### src/rtl/sm4_pkg.sv
// Shared types, constants and round helper functions for the SM4 cipher.
`timescale 1ns / 1ps
`default_nettype none

package sm4_pkg;

    localparam int ROUND_COUNT_DEF = 32;
    localparam int CFG_INDEX_W     = 8;
    localparam int CFG_DATA_W      = 64;

    localparam logic [CFG_INDEX_W-1:0] CFG_KEY_HI = 8'd0;
    localparam logic [CFG_INDEX_W-1:0] CFG_KEY_LO = 8'd1;

    typedef logic [0:3][31:0] t_words;

    localparam logic [31:0] FK0 = 32'ha3b1bac6;
    localparam logic [31:0] FK1 = 32'h56aa3350;
    localparam logic [31:0] FK2 = 32'h677d9197;
    localparam logic [31:0] FK3 = 32'hb27022dc;

    localparam logic [7:0] SBOX [256] = '{
        8'hd6, 8'h90, 8'he9, 8'hfe, 8'hcc, 8'he1, 8'h3d, 8'hb7,
        8'h16, 8'hb6, 8'h14, 8'hc2, 8'h28, 8'hfb, 8'h2c, 8'h05,
        8'h2b, 8'h67, 8'h9a, 8'h76, 8'h2a, 8'hbe, 8'h04, 8'hc3,
        8'haa, 8'h44, 8'h13, 8'h26, 8'h49, 8'h86, 8'h06, 8'h99,
        8'h9c, 8'h42, 8'h50, 8'hf4, 8'h91, 8'hef, 8'h98, 8'h7a,
        8'h33, 8'h54, 8'h0b, 8'h43, 8'hed, 8'hcf, 8'hac, 8'h62,
        8'he4, 8'hb3, 8'h1c, 8'ha9, 8'hc9, 8'h08, 8'he8, 8'h95,
        8'h80, 8'hdf, 8'h94, 8'hfa, 8'h75, 8'h8f, 8'h3f, 8'ha6,
        8'h47, 8'h07, 8'ha7, 8'hfc, 8'hf3, 8'h73, 8'h17, 8'hba,
        8'h83, 8'h59, 8'h3c, 8'h19, 8'he6, 8'h85, 8'h4f, 8'ha8,
        8'h68, 8'h6b, 8'h81, 8'hb2, 8'h71, 8'h64, 8'hda, 8'h8b,
        8'hf8, 8'heb, 8'h0f, 8'h4b, 8'h70, 8'h56, 8'h9d, 8'h35,
        8'h1e, 8'h24, 8'h0e, 8'h5e, 8'h63, 8'h58, 8'hd1, 8'ha2,
        8'h25, 8'h22, 8'h7c, 8'h3b, 8'h01, 8'h21, 8'h78, 8'h87,
        8'hd4, 8'h00, 8'h46, 8'h57, 8'h9f, 8'hd3, 8'h27, 8'h52,
        8'h4c, 8'h36, 8'h02, 8'he7, 8'ha0, 8'hc4, 8'hc8, 8'h9e,
        8'hea, 8'hbf, 8'h8a, 8'hd2, 8'h40, 8'hc7, 8'h38, 8'hb5,
        8'ha3, 8'hf7, 8'hf2, 8'hce, 8'hf9, 8'h61, 8'h15, 8'ha1,
        8'he0, 8'hae, 8'h5d, 8'ha4, 8'h9b, 8'h34, 8'h1a, 8'h55,
        8'had, 8'h93, 8'h32, 8'h30, 8'hf5, 8'h8c, 8'hb1, 8'he3,
        8'h1d, 8'hf6, 8'he2, 8'h2e, 8'h82, 8'h66, 8'hca, 8'h60,
        8'hc0, 8'h29, 8'h23, 8'hab, 8'h0d, 8'h53, 8'h4e, 8'h6f,
        8'hd5, 8'hdb, 8'h37, 8'h45, 8'hde, 8'hfd, 8'h8e, 8'h2f,
        8'h03, 8'hff, 8'h6a, 8'h72, 8'h6d, 8'h6c, 8'h5b, 8'h51,
        8'h8d, 8'h1b, 8'haf, 8'h92, 8'hbb, 8'hdd, 8'hbc, 8'h7f,
        8'h11, 8'hd9, 8'h5c, 8'h41, 8'h1f, 8'h10, 8'h5a, 8'hd8,
        8'h0a, 8'hc1, 8'h31, 8'h88, 8'ha5, 8'hcd, 8'h7b, 8'hbd,
        8'h2d, 8'h74, 8'hd0, 8'h12, 8'hb8, 8'he5, 8'hb4, 8'hb0,
        8'h89, 8'h69, 8'h97, 8'h4a, 8'h0c, 8'h96, 8'h77, 8'h7e,
        8'h65, 8'hb9, 8'hf1, 8'h09, 8'hc5, 8'h6e, 8'hc6, 8'h84,
        8'h18, 8'hf0, 8'h7d, 8'hec, 8'h3a, 8'hdc, 8'h4d, 8'h20,
        8'h79, 8'hee, 8'h5f, 8'h3e, 8'hd7, 8'hcb, 8'h39, 8'h48
    };

    function automatic logic [31:0] tau(input logic [31:0] a);
        return {SBOX[a[31:24]], SBOX[a[23:16]], SBOX[a[15:8]], SBOX[a[7:0]]};
    endfunction

    function automatic logic [31:0] rotl32(input logic [31:0] x, input int n);
        return (x << n) | (x >> (32 - n));
    endfunction

    // Byte j of CK word i is (4*i + j) * 7 modulo 256.
    function automatic logic [31:0] ck_word(input logic [7:0] i);
        logic [7:0] base;
        base = 8'(i * 8'd28);
        return {base, 8'(base + 8'd7), 8'(base + 8'd14), 8'(base + 8'd21)};
    endfunction

endpackage

`default_nettype wire

### src/rtl/sm4_ram.sv
// Generic single-port-write, single-port-read RAM with a registered read.
`timescale 1ns / 1ps
`default_nettype none

module sm4_ram #(
    parameter int WIDTH = 32,
    parameter int DEPTH = 32
) (
    input  wire logic                     i_clk,
    input  wire logic                     i_we,
    input  wire logic [$clog2(DEPTH)-1:0] i_waddr,
    input  wire logic [WIDTH-1:0]         i_wdata,
    input  wire logic [$clog2(DEPTH)-1:0] i_raddr,
    output logic      [WIDTH-1:0]         o_rdata
);

    logic [WIDTH-1:0] r_mem [DEPTH];

    always_ff @(posedge i_clk) begin
        if (i_we) begin
            r_mem[i_waddr] <= i_wdata;
        end
        o_rdata <= r_mem[i_raddr];
    end

endmodule

`default_nettype wire

### src/rtl/sm4_round.sv
// Shared SM4 round unit for key expansion and block rounds.
`timescale 1ns / 1ps
`default_nettype none

module sm4_round (
    input  wire logic                   i_key_mode,
    input  wire sm4_pkg::t_words        i_x,
    input  wire logic [31:0]            i_rk,
    output logic      [31:0]            o_word
);

    import sm4_pkg::*;

    logic [31:0] b;

    always_comb begin
        b = tau(i_x[1] ^ i_x[2] ^ i_x[3] ^ i_rk);
        if (i_key_mode) begin
            o_word = i_x[0] ^ b ^ rotl32(b, 13) ^ rotl32(b, 23);
        end else begin
            o_word = i_x[0] ^ b ^ rotl32(b, 2) ^ rotl32(b, 10)
                   ^ rotl32(b, 18) ^ rotl32(b, 24);
        end
    end

endmodule

`default_nettype wire

### src/rtl/sm4_block_cipher.sv
// Top level of the SM4 block cipher: control, key registers and round-key RAM.
//
// Usage: write key_hi (index 0) and key_lo (index 1) through the config port.
// Each write re-expands the full key into the round-key RAM, one round key per
// cycle; busy is high meanwhile. A new write during expansion restarts it with
// the updated key; a write during a transaction is expanded once that block ends.
// A transaction is accepted when start is high and busy is low. The block then
// runs one round per cycle, each round reading one round key from the RAM
// port (forward order to encrypt, reverse order to decrypt). The result appears
// on o_result_hi/o_result_lo with o_result_valid high for exactly one cycle,
// registered after the final round. Busy falls with the strobe unless a key
// write is pending, so the next transaction may be accepted while it is shown.
// The receiver cannot stall; each result is presented once.
// Before any key write, every block yields an all-zero result.
// Reset clears the control state and the ready flag; the round-key RAM holds
// no defined contents until a key is written and needs no clearing pass.
`timescale 1ns / 1ps
`default_nettype none

module sm4_block_cipher #(
    parameter int ROUND_COUNT = sm4_pkg::ROUND_COUNT_DEF
) (
    input  wire logic                            i_clk,
    input  wire logic                            i_rst_n,
    input  wire logic                            i_cfg_we,
    input  wire logic [sm4_pkg::CFG_INDEX_W-1:0] i_cfg_index,
    input  wire logic [sm4_pkg::CFG_DATA_W-1:0]  i_cfg_data,
    input  wire logic                            start,
    output logic                                 busy,
    input  wire logic                            i_operation,
    input  wire logic [63:0]                     i_block_hi,
    input  wire logic [63:0]                     i_block_lo,
    output logic                                 o_result_valid,
    output logic      [63:0]                     o_result_hi,
    output logic      [63:0]                     o_result_lo
);

    import sm4_pkg::*;

    localparam int RW = $clog2(ROUND_COUNT);
    localparam logic [RW-1:0] LAST_ROUND = RW'(ROUND_COUNT - 1);

    typedef enum logic [2:0] {
        ST_IDLE   = 3'b001,
        ST_EXPAND = 3'b010,
        ST_CRYPT  = 3'b100
    } t_state;

    t_state      r_state, n_state;
    logic [RW-1:0] r_round, n_round;
    t_words      r_x, n_x;
    logic        r_op, n_op;
    logic        r_zero, n_zero;
    logic        r_keys_ready, n_keys_ready;
    logic        r_pending, n_pending;
    logic [63:0] r_key_hi, n_key_hi;
    logic [63:0] r_key_lo, n_key_lo;
    logic        r_valid, n_valid;
    logic [63:0] r_res_hi, n_res_hi;
    logic [63:0] r_res_lo, n_res_lo;

    logic          cfg_hit;
    logic          accept;
    logic          ram_we;
    logic [RW-1:0] ram_raddr;
    logic [31:0]   ram_rdata;
    logic [31:0]   round_rk;
    logic [31:0]   round_out;
    t_words        key_words;

    function automatic logic [RW-1:0] rk_addr(input logic op, input logic [RW-1:0] j);
        return op ? LAST_ROUND - j : j;
    endfunction

    assign busy           = (r_state != ST_IDLE);
    assign accept         = start && !busy;
    assign cfg_hit        = i_cfg_we && (i_cfg_index == CFG_KEY_HI || i_cfg_index == CFG_KEY_LO);
    assign o_result_valid = r_valid;
    assign o_result_hi    = r_res_hi;
    assign o_result_lo    = r_res_lo;

    assign ram_raddr = (r_state == ST_CRYPT) ? rk_addr(r_op, r_round + RW'(1))
                                             : rk_addr(i_operation, '0);
    assign round_rk  = (r_state == ST_EXPAND) ? ck_word(8'(r_round)) : ram_rdata;
    assign key_words = {n_key_hi ^ {FK0, FK1}, n_key_lo ^ {FK2, FK3}};

    sm4_ram #(
        .WIDTH(32),
        .DEPTH(ROUND_COUNT)
    ) u_rk_ram (
        .i_clk  (i_clk),
        .i_we   (ram_we),
        .i_waddr(r_round),
        .i_wdata(round_out),
        .i_raddr(ram_raddr),
        .o_rdata(ram_rdata)
    );

    sm4_round u_round (
        .i_key_mode(r_state == ST_EXPAND),
        .i_x       (r_x),
        .i_rk      (round_rk),
        .o_word    (round_out)
    );

    always_comb begin
        n_state      = r_state;
        n_round      = r_round;
        n_x          = r_x;
        n_op         = r_op;
        n_zero       = r_zero;
        n_keys_ready = r_keys_ready;
        n_pending    = r_pending;
        n_key_hi     = r_key_hi;
        n_key_lo     = r_key_lo;
        n_valid      = 1'b0;
        n_res_hi     = r_res_hi;
        n_res_lo     = r_res_lo;
        ram_we       = 1'b0;

        if (cfg_hit) begin
            if (i_cfg_index == CFG_KEY_HI) begin
                n_key_hi = i_cfg_data;
            end else begin
                n_key_lo = i_cfg_data;
            end
            n_keys_ready = 1'b1;
        end

        case (r_state)
            ST_IDLE: begin
                if (accept) begin
                    n_x       = {i_block_hi, i_block_lo};
                    n_op      = i_operation;
                    n_zero    = !r_keys_ready;
                    n_round   = '0;
                    n_state   = ST_CRYPT;
                    n_pending = cfg_hit;
                end else if (cfg_hit) begin
                    n_x     = key_words;
                    n_round = '0;
                    n_state = ST_EXPAND;
                end
            end
            ST_EXPAND: begin
                ram_we  = 1'b1;
                n_x     = {r_x[1], r_x[2], r_x[3], round_out};
                n_round = r_round + RW'(1);
                if (r_round == LAST_ROUND) begin
                    n_state = ST_IDLE;
                end
                if (cfg_hit) begin
                    n_x     = key_words;
                    n_round = '0;
                    n_state = ST_EXPAND;
                end
            end
            ST_CRYPT: begin
                n_x     = {r_x[1], r_x[2], r_x[3], round_out};
                n_round = r_round + RW'(1);
                if (cfg_hit) begin
                    n_pending = 1'b1;
                end
                if (r_round == LAST_ROUND) begin
                    n_valid  = 1'b1;
                    n_res_hi = r_zero ? '0 : {round_out, r_x[3]};
                    n_res_lo = r_zero ? '0 : {r_x[2], r_x[1]};
                    if (r_pending || cfg_hit) begin
                        n_x       = key_words;
                        n_round   = '0;
                        n_pending = 1'b0;
                        n_state   = ST_EXPAND;
                    end else begin
                        n_state = ST_IDLE;
                    end
                end
            end
            default: begin
                n_state = ST_IDLE;
            end
        endcase
    end

    always_ff @(posedge i_clk) begin
        if (!i_rst_n) begin
            r_state      <= ST_IDLE;
            r_round      <= '0;
            r_keys_ready <= 1'b0;
            r_pending    <= 1'b0;
            r_valid      <= 1'b0;
            r_key_hi     <= '0;
            r_key_lo     <= '0;
        end else begin
            r_state      <= n_state;
            r_round      <= n_round;
            r_keys_ready <= n_keys_ready;
            r_pending    <= n_pending;
            r_valid      <= n_valid;
            r_key_hi     <= n_key_hi;
            r_key_lo     <= n_key_lo;
        end
    end

    always_ff @(posedge i_clk) begin
        r_x      <= n_x;
        r_op     <= n_op;
        r_zero   <= n_zero;
        r_res_hi <= n_res_hi;
        r_res_lo <= n_res_lo;
    end

`ifndef NO_ASSERTIONS
    a_accept_starts_rounds: assert property (@(posedge i_clk) disable iff (!i_rst_n)
        accept |=> r_state == ST_CRYPT)
        else $error("Accepted transaction did not start the rounds.");

    a_result_after_last_round: assert property (@(posedge i_clk) disable iff (!i_rst_n)
        o_result_valid |-> $past(r_state == ST_CRYPT && r_round == LAST_ROUND))
        else $error("Result strobe without a completed final round.");

    a_key_write_expands: assert property (@(posedge i_clk) disable iff (!i_rst_n)
        cfg_hit && r_state == ST_IDLE && !start |=> r_state == ST_EXPAND && r_round == '0)
        else $error("Key write did not start key expansion.");
`endif

endmodule

`default_nettype wire
### config.mk
export PLATFORM = sky130hd
export DESIGN_NAME = sm4_block_cipher
export DESIGN_NICKNAME = d
export VERILOG_FILES = /design/src/rtl/sm4_pkg.sv /design/src/rtl/sm4_ram.sv /design/src/rtl/sm4_round.sv /design/src/rtl/sm4_block_cipher.sv
export SDC_FILE = /design/constraint.sdc
export NUM_CORES = 2
export LEC_CHECK = 0
export BUFFER_PORTS_ARGS = -buffer_cell sky130_fd_sc_hd__buf_2
export CAP_MARGIN = 20
export CORE_UTILIZATION = 67
export DETAILED_ROUTE_END_ITERATION = 6
export GPL_TIMING_DRIVEN = 0
export HOLD_SLACK_MARGIN = 0.08
export PLACE_DENSITY = 0.86
export SKIP_LAST_GASP = 1
export SYNTH_ARGS = -nofsm -noshare
export SYNTH_HDL_FRONTEND = slang
export SYNTH_SLANG_ARGS = --single-unit
### constraint.sdc
create_clock -name i_clk -period 17.5 [get_ports i_clk]
set_input_delay 0.875 -clock i_clk [delete_from_list [all_inputs] [get_ports i_clk]]
set_output_delay 0.875 -clock i_clk [all_outputs]
set_load 0.005 [all_outputs]
==> results of run 1 <==
==> per-layer routing <==
metal,overflow,global-route usage (%)
met1,0,79.29
met2,6,90.08
met3,0,70.67
met4,5,76.10
met5,0,48.38
==> per-stage QoR <==
stage / std cells / util, % / cell area [sq um] / hold WS (ps)
after detailed placement: 8736 / 72.34 / 80170 / 477.4
after CTS: 8985 / 76.30 / 84560 / 308.4
after floorplan: 6850 / - / 75020 / 428.2
after global placement: 8671 / 70.88 / 78550 / 433.9
==> cells by family after synthesis <==
family                     share of synthesized area [%]
AOI/OAI and AO/OA                                  21.06
and+or+nand+nor                                    11.49
DFF                                                55.88
buffers and inverters                              3.831
xor gates and xnor gates                           3.696
muxes                                              2.944
adders and majority gates                          1.111
==> impl_metrics.env, run 1 <==
export IMPL_yosysTopAreaCell="edfxtp_1"
export IMPL_chipHeight_microns=336.6
export IMPL_root_buffer="clkbuf_16"
export IMPL_cts_buffers=137
export IMPL_place_ws_ps=8605
export IMPL_synthFlopType="edfxtp_1"
export IMPL_yosys_register_bits=1453
export IMPL_initial_utilization_pct=67.70
export IMPL_gp_congestion=1.182
export IMPL_yosysSeqAreaShare_pct=55.88
export IMPL_grt_overflow_total=11
export IMPL_ys_warnings_count=0
export IMPL_grt_max_degree=103
export IMPL_ys_types=108
export IMPL_grt_total_usage_pct=79.18
export IMPL_portBuffers=333
export IMPL_stop_error="[ERROR GRT-0232] Routing congestion too high. Check the congestion heatmap in the GUI."
export IMPL_synth_edff_count=1282
export IMPL_syn_num_nets=7118
export IMPL_synth_top_cell_area_share_pct=51.31
export IMPL_antenna_found_initial=82
export IMPL_post_cts_buffers=0
export IMPL_netlist_area_sq_um=75020
export IMPL_cts_buffer_depth=3
export IMPL_synth_most_common_cell="edfxtp_1"
export IMPL_die_width_microns=336.6
export IMPL_status="stopped before the end"
export IMPL_synthArstFlopShare_pct=0
export IMPL_yosys_top_cells_area="edfxtp_1 51%, dfxtp_1 4.6%, nand2_1 3.7%"
export IMPL_ys_top_cells_by_count="1282 x edfxtp_1, 736 x nand2_1, 463 x a21oi_1, 433 x nor2_1, 423 x clkbuf_1"
export IMPL_pin_count=335
export IMPL_htreeDepth=4
export IMPL_avgSynthCellArea_sq_um=10.95
export IMPL_numClockSinks=1453
export IMPL_holdBufCountCts=0
export IMPL_rows=122
export IMPL_syn_inst=6850
export IMPL_stop_stage="global routing (5_1_grt)"
export IMPL_hpwl_mm=244.4
export IMPL_cts_resized=0
==> run 2: changes to the inputs <==
--- a/config.mk
+++ b/config.mk
@@ -7,11 +7,10 @@
 export LEC_CHECK = 0
 export BUFFER_PORTS_ARGS = -buffer_cell sky130_fd_sc_hd__buf_2
 export CAP_MARGIN = 20
-export CORE_UTILIZATION = 67
+export CORE_UTILIZATION = 40
 export DETAILED_ROUTE_END_ITERATION = 6
 export GPL_TIMING_DRIVEN = 0
-export HOLD_SLACK_MARGIN = 0.08
-export PLACE_DENSITY = 0.86
+export PLACE_DENSITY_LB_ADDON = 0.15
 export SKIP_LAST_GASP = 1
 export SYNTH_ARGS = -nofsm -noshare
 export SYNTH_HDL_FRONTEND = slang
==> impl_metrics.env, run 2 <==
export IMPL_slowest_stage="xnor2_1"
export IMPL_avgSynthCellArea_sq_um=10.95
export IMPL_fin_worst_skew_ps=45.95
export IMPL_holdBufCountCts=0
export IMPL_root_buffer="clkbuf_16"
export IMPL_path_max_fanout=32
export IMPL_grt_busiest_layer="met2"
export IMPL_vias=67820
export IMPL_cap_violations=0
export IMPL_finalNetCount=7718
export IMPL_drcViolationCount=6
export IMPL_yosys_top_cells_area="edfxtp_1 51%, dfxtp_1 4.6%, nand2_1 3.7%"
export IMPL_viasPerCell=6.732
export IMPL_synthArstFlopShare_pct=0
export IMPL_finalSetupTns_ps=0
export IMPL_top_register="u_rk_ram.r_mem"
export IMPL_portBuffers=333
export IMPL_numClockSinks=1453
export IMPL_netlist_area_sq_um=75020
export IMPL_synthSimpleGateAreaFrac_pct=11.49
export IMPL_drive_above_1_share_pct=12.56
export IMPL_largest_reg_flops=1024
export IMPL_timing_fmax_ghz=0.1039
export IMPL_use_met3_pct=7.505
export IMPL_cts_buffers=158
export IMPL_syn_to_final_growth_pct=16.31
export IMPL_first_pass_iters=7
export IMPL_cp_slowest_stage_delay_ps=920
export IMPL_yosysTopAreaCell="edfxtp_1"
export IMPL_synth_compound_area_share_pct=21.06
export IMPL_cts_tree="yes"
export IMPL_final_cell_mix="1282 x edfxtp_1, 736 x nand2_1, 473 x clkbuf_1"
export IMPL_htreeDepth=4
export IMPL_gp_congestion=1.040
export IMPL_critPathLaunchType="flip-flop"
export IMPL_synthFlopType="edfxtp_1"
export IMPL_finalCritPeriodShare_pct=54.99
export IMPL_grt_max_degree=78
export IMPL_hold_viol_final=0
export IMPL_grt_pass1_wl_mm=517.9
export IMPL_r2r_start="r_round[0]"
export IMPL_ys_types=108
export IMPL_cp_end_kind="flip-flop"
export IMPL_slew_headroom_pct=9.863
export IMPL_post_cts_buffers=0
export IMPL_rsz0062_at_grt="false"
export IMPL_synth_top_family_by_area="compound AO/OA/AOI/OAI gates"
export IMPL_status="finished, violations left"
export IMPL_grt_met2_usage_pct=58.43
export IMPL_ys_top_cells_by_count="1282 x edfxtp_1, 736 x nand2_1, 463 x a21oi_1, 433 x nor2_1, 423 x clkbuf_1"
export IMPL_rr_worst_depth=18
export IMPL_grt_total_usage_pct=38.79
export IMPL_crit_type="reg -> reg"
export IMPL_worst_slew_pin_slew_ps=1352
export IMPL_die_width_microns=435.1
export IMPL_grt_pass1_vias=63170
export IMPL_min_to="r_op"
export IMPL_crit_chain="fa_1, ha_1, fa_1, clkbuf_1, o21ai_0, xnor2_1, mux2i_1, xnor2_1, clkbuf_1, clkbuf_1, o311ai_0, a211oi_1, nor4_1, nor3_4, xnor3_1, o21ai_1, xnor2_1, inv_2"
export IMPL_coreArea_sq_um=185800
export IMPL_globalRouteMet1Util_pct=52.96
export IMPL_syn_num_nets=7118
export IMPL_synth_edff_count=1282
export IMPL_hold_class="in -> reg"
export IMPL_antenna_found_initial=28
export IMPL_grt_overflow_total=0
export IMPL_worstSkewPairLatency_ps=850
export IMPL_die_area_sq_um=189300
export IMPL_ys_warnings_count=0
export IMPL_synth_top_cell_area_share_pct=51.31
export IMPL_place_ws_ps=8245
export IMPL_wirelength_mm=379.5
export IMPL_finalSetupViolCount=0
export IMPL_drt_initial_drc_count=11120
export IMPL_cts_resized=0
export IMPL_violations="design-rule violations"
export IMPL_synth_most_common_cell="edfxtp_1"
export IMPL_yosysSeqAreaShare_pct=55.88
export IMPL_pin_count=335
export IMPL_cts_buffer_depth=3
export IMPL_hp_start="i_operation"
export IMPL_ant_nets=0
export IMPL_rows=158
export IMPL_worstPathArrival_ps=9990
export IMPL_r2r_end="u_rk_ram.r_mem[17][8]"
export IMPL_initial_utilization_pct=40.37
export IMPL_slew_viol_final=0
export IMPL_yosys_register_bits=1453
export IMPL_clk_pin_slew_ps=60
export IMPL_setup_slack_ps=7877
export IMPL_synth_fa_ha_area_share_pct=1.111
export IMPL_rrSetupSlack_ps=7880
export IMPL_cp_required_ps=17870
export IMPL_avgRoutedWirePerCell_microns=37.67
export IMPL_utilization_pct=46.96
export IMPL_synth_xor_area_share_pct=3.696
export IMPL_chipHeight_microns=435.1
export IMPL_synth_mux_area_share_pct=2.944
export IMPL_syn_inst=6850
export IMPL_hpwl_mm=283.5
export IMPL_final_common_cell="edfxtp_1"
export IMPL_min_period_ps=9623
export IMPL_reg_top3="u_rk_ram.r_mem x1024, r_x x128"
export IMPL_min_path_cells=1
## run 2: cell counts after synthesis
Identical to the previous run, type by type.
## run 2: area by class of cell
class,count,area [sq um]
diodes,14,35.03
plain buffers,641,2690
clock buffers,214,4235
clock inverters,76,867.1
fillers,17450,98570
inverters,49,193.9
multi-input cells,4707,30680
flip-flops and latches,1453,41920
well taps,2480,3103
repair buffers,440,3541
## run 2: critical path: cells and delay by family (launching register included)
family	cells	cell delay, ps
buffers and inverters	4	2410
xor gates and xnor gates	4	1780
adders and majority gates	3	1340
AOI/OAI and AO/OA	4	1240
and+or+nand+nor	2	1080
muxes	1	650
DFF	1	580
## run 2: cells by family (layout without fill, tap and decap cells)
kind of cell	after synthesis	count (layout)
other	0	14
muxes	211	211
buffers and inverters	690	1420
and+or+nand+nor	1864	1864
adders and majority gates	63	63
AOI/OAI and AO/OA	2300	2300
xor gates and xnor gates	269	269
DFF	1453	1453
## run 2: worst max-delay path by stage
stage                          start                      to  slack, ps  cells past startpoint
final                     r_round[0]   u_rk_ram.r_mem[17][8]       7880                     18
after global routing      r_round[0]  u_rk_ram.r_mem[21][27]       7900                     20
after CTS                 r_round[0]  u_rk_ram.r_mem[11][18]       8240                     17
after detailed placement  r_round[0]  u_rk_ram.r_mem[17][18]       8240                     17
after global placement    r_state[1]  u_rk_ram.r_mem[12][13]       5500                     18
after floorplan           r_round[0]                 r_x[28]      11340                     18
## run 2: through the flow
| step | hold WS [ps] | cells | area, sq um |
|---|---|---|---|
| 2_1_floorplan | 428.2 | 6850 | 75020 |
| 3_3_place_gp | 435.2 | 9663 | 79790 |
| 3_5_place_dp | 447.2 | 9760 | 82010 |
| 4_1_cts | 273.8 | 10050 | 87110 |
| 5_1_grt | 293.0 | 10060 | 87240 |
| 6_report | 323.2 | 10070 | 87260 |
## run 2: metal layers
metal / part of all wire, % / routed length [microns]
met5: 0.0063 / 24
met4: 6.2 / 23660
met3: 10 / 39750
met2: 44 / 165800
met1: 40 / 150300
Power of run 2 is not shown: default switching activity piles up to over one toggle a cycle in this logic, so the estimate is an artifact.
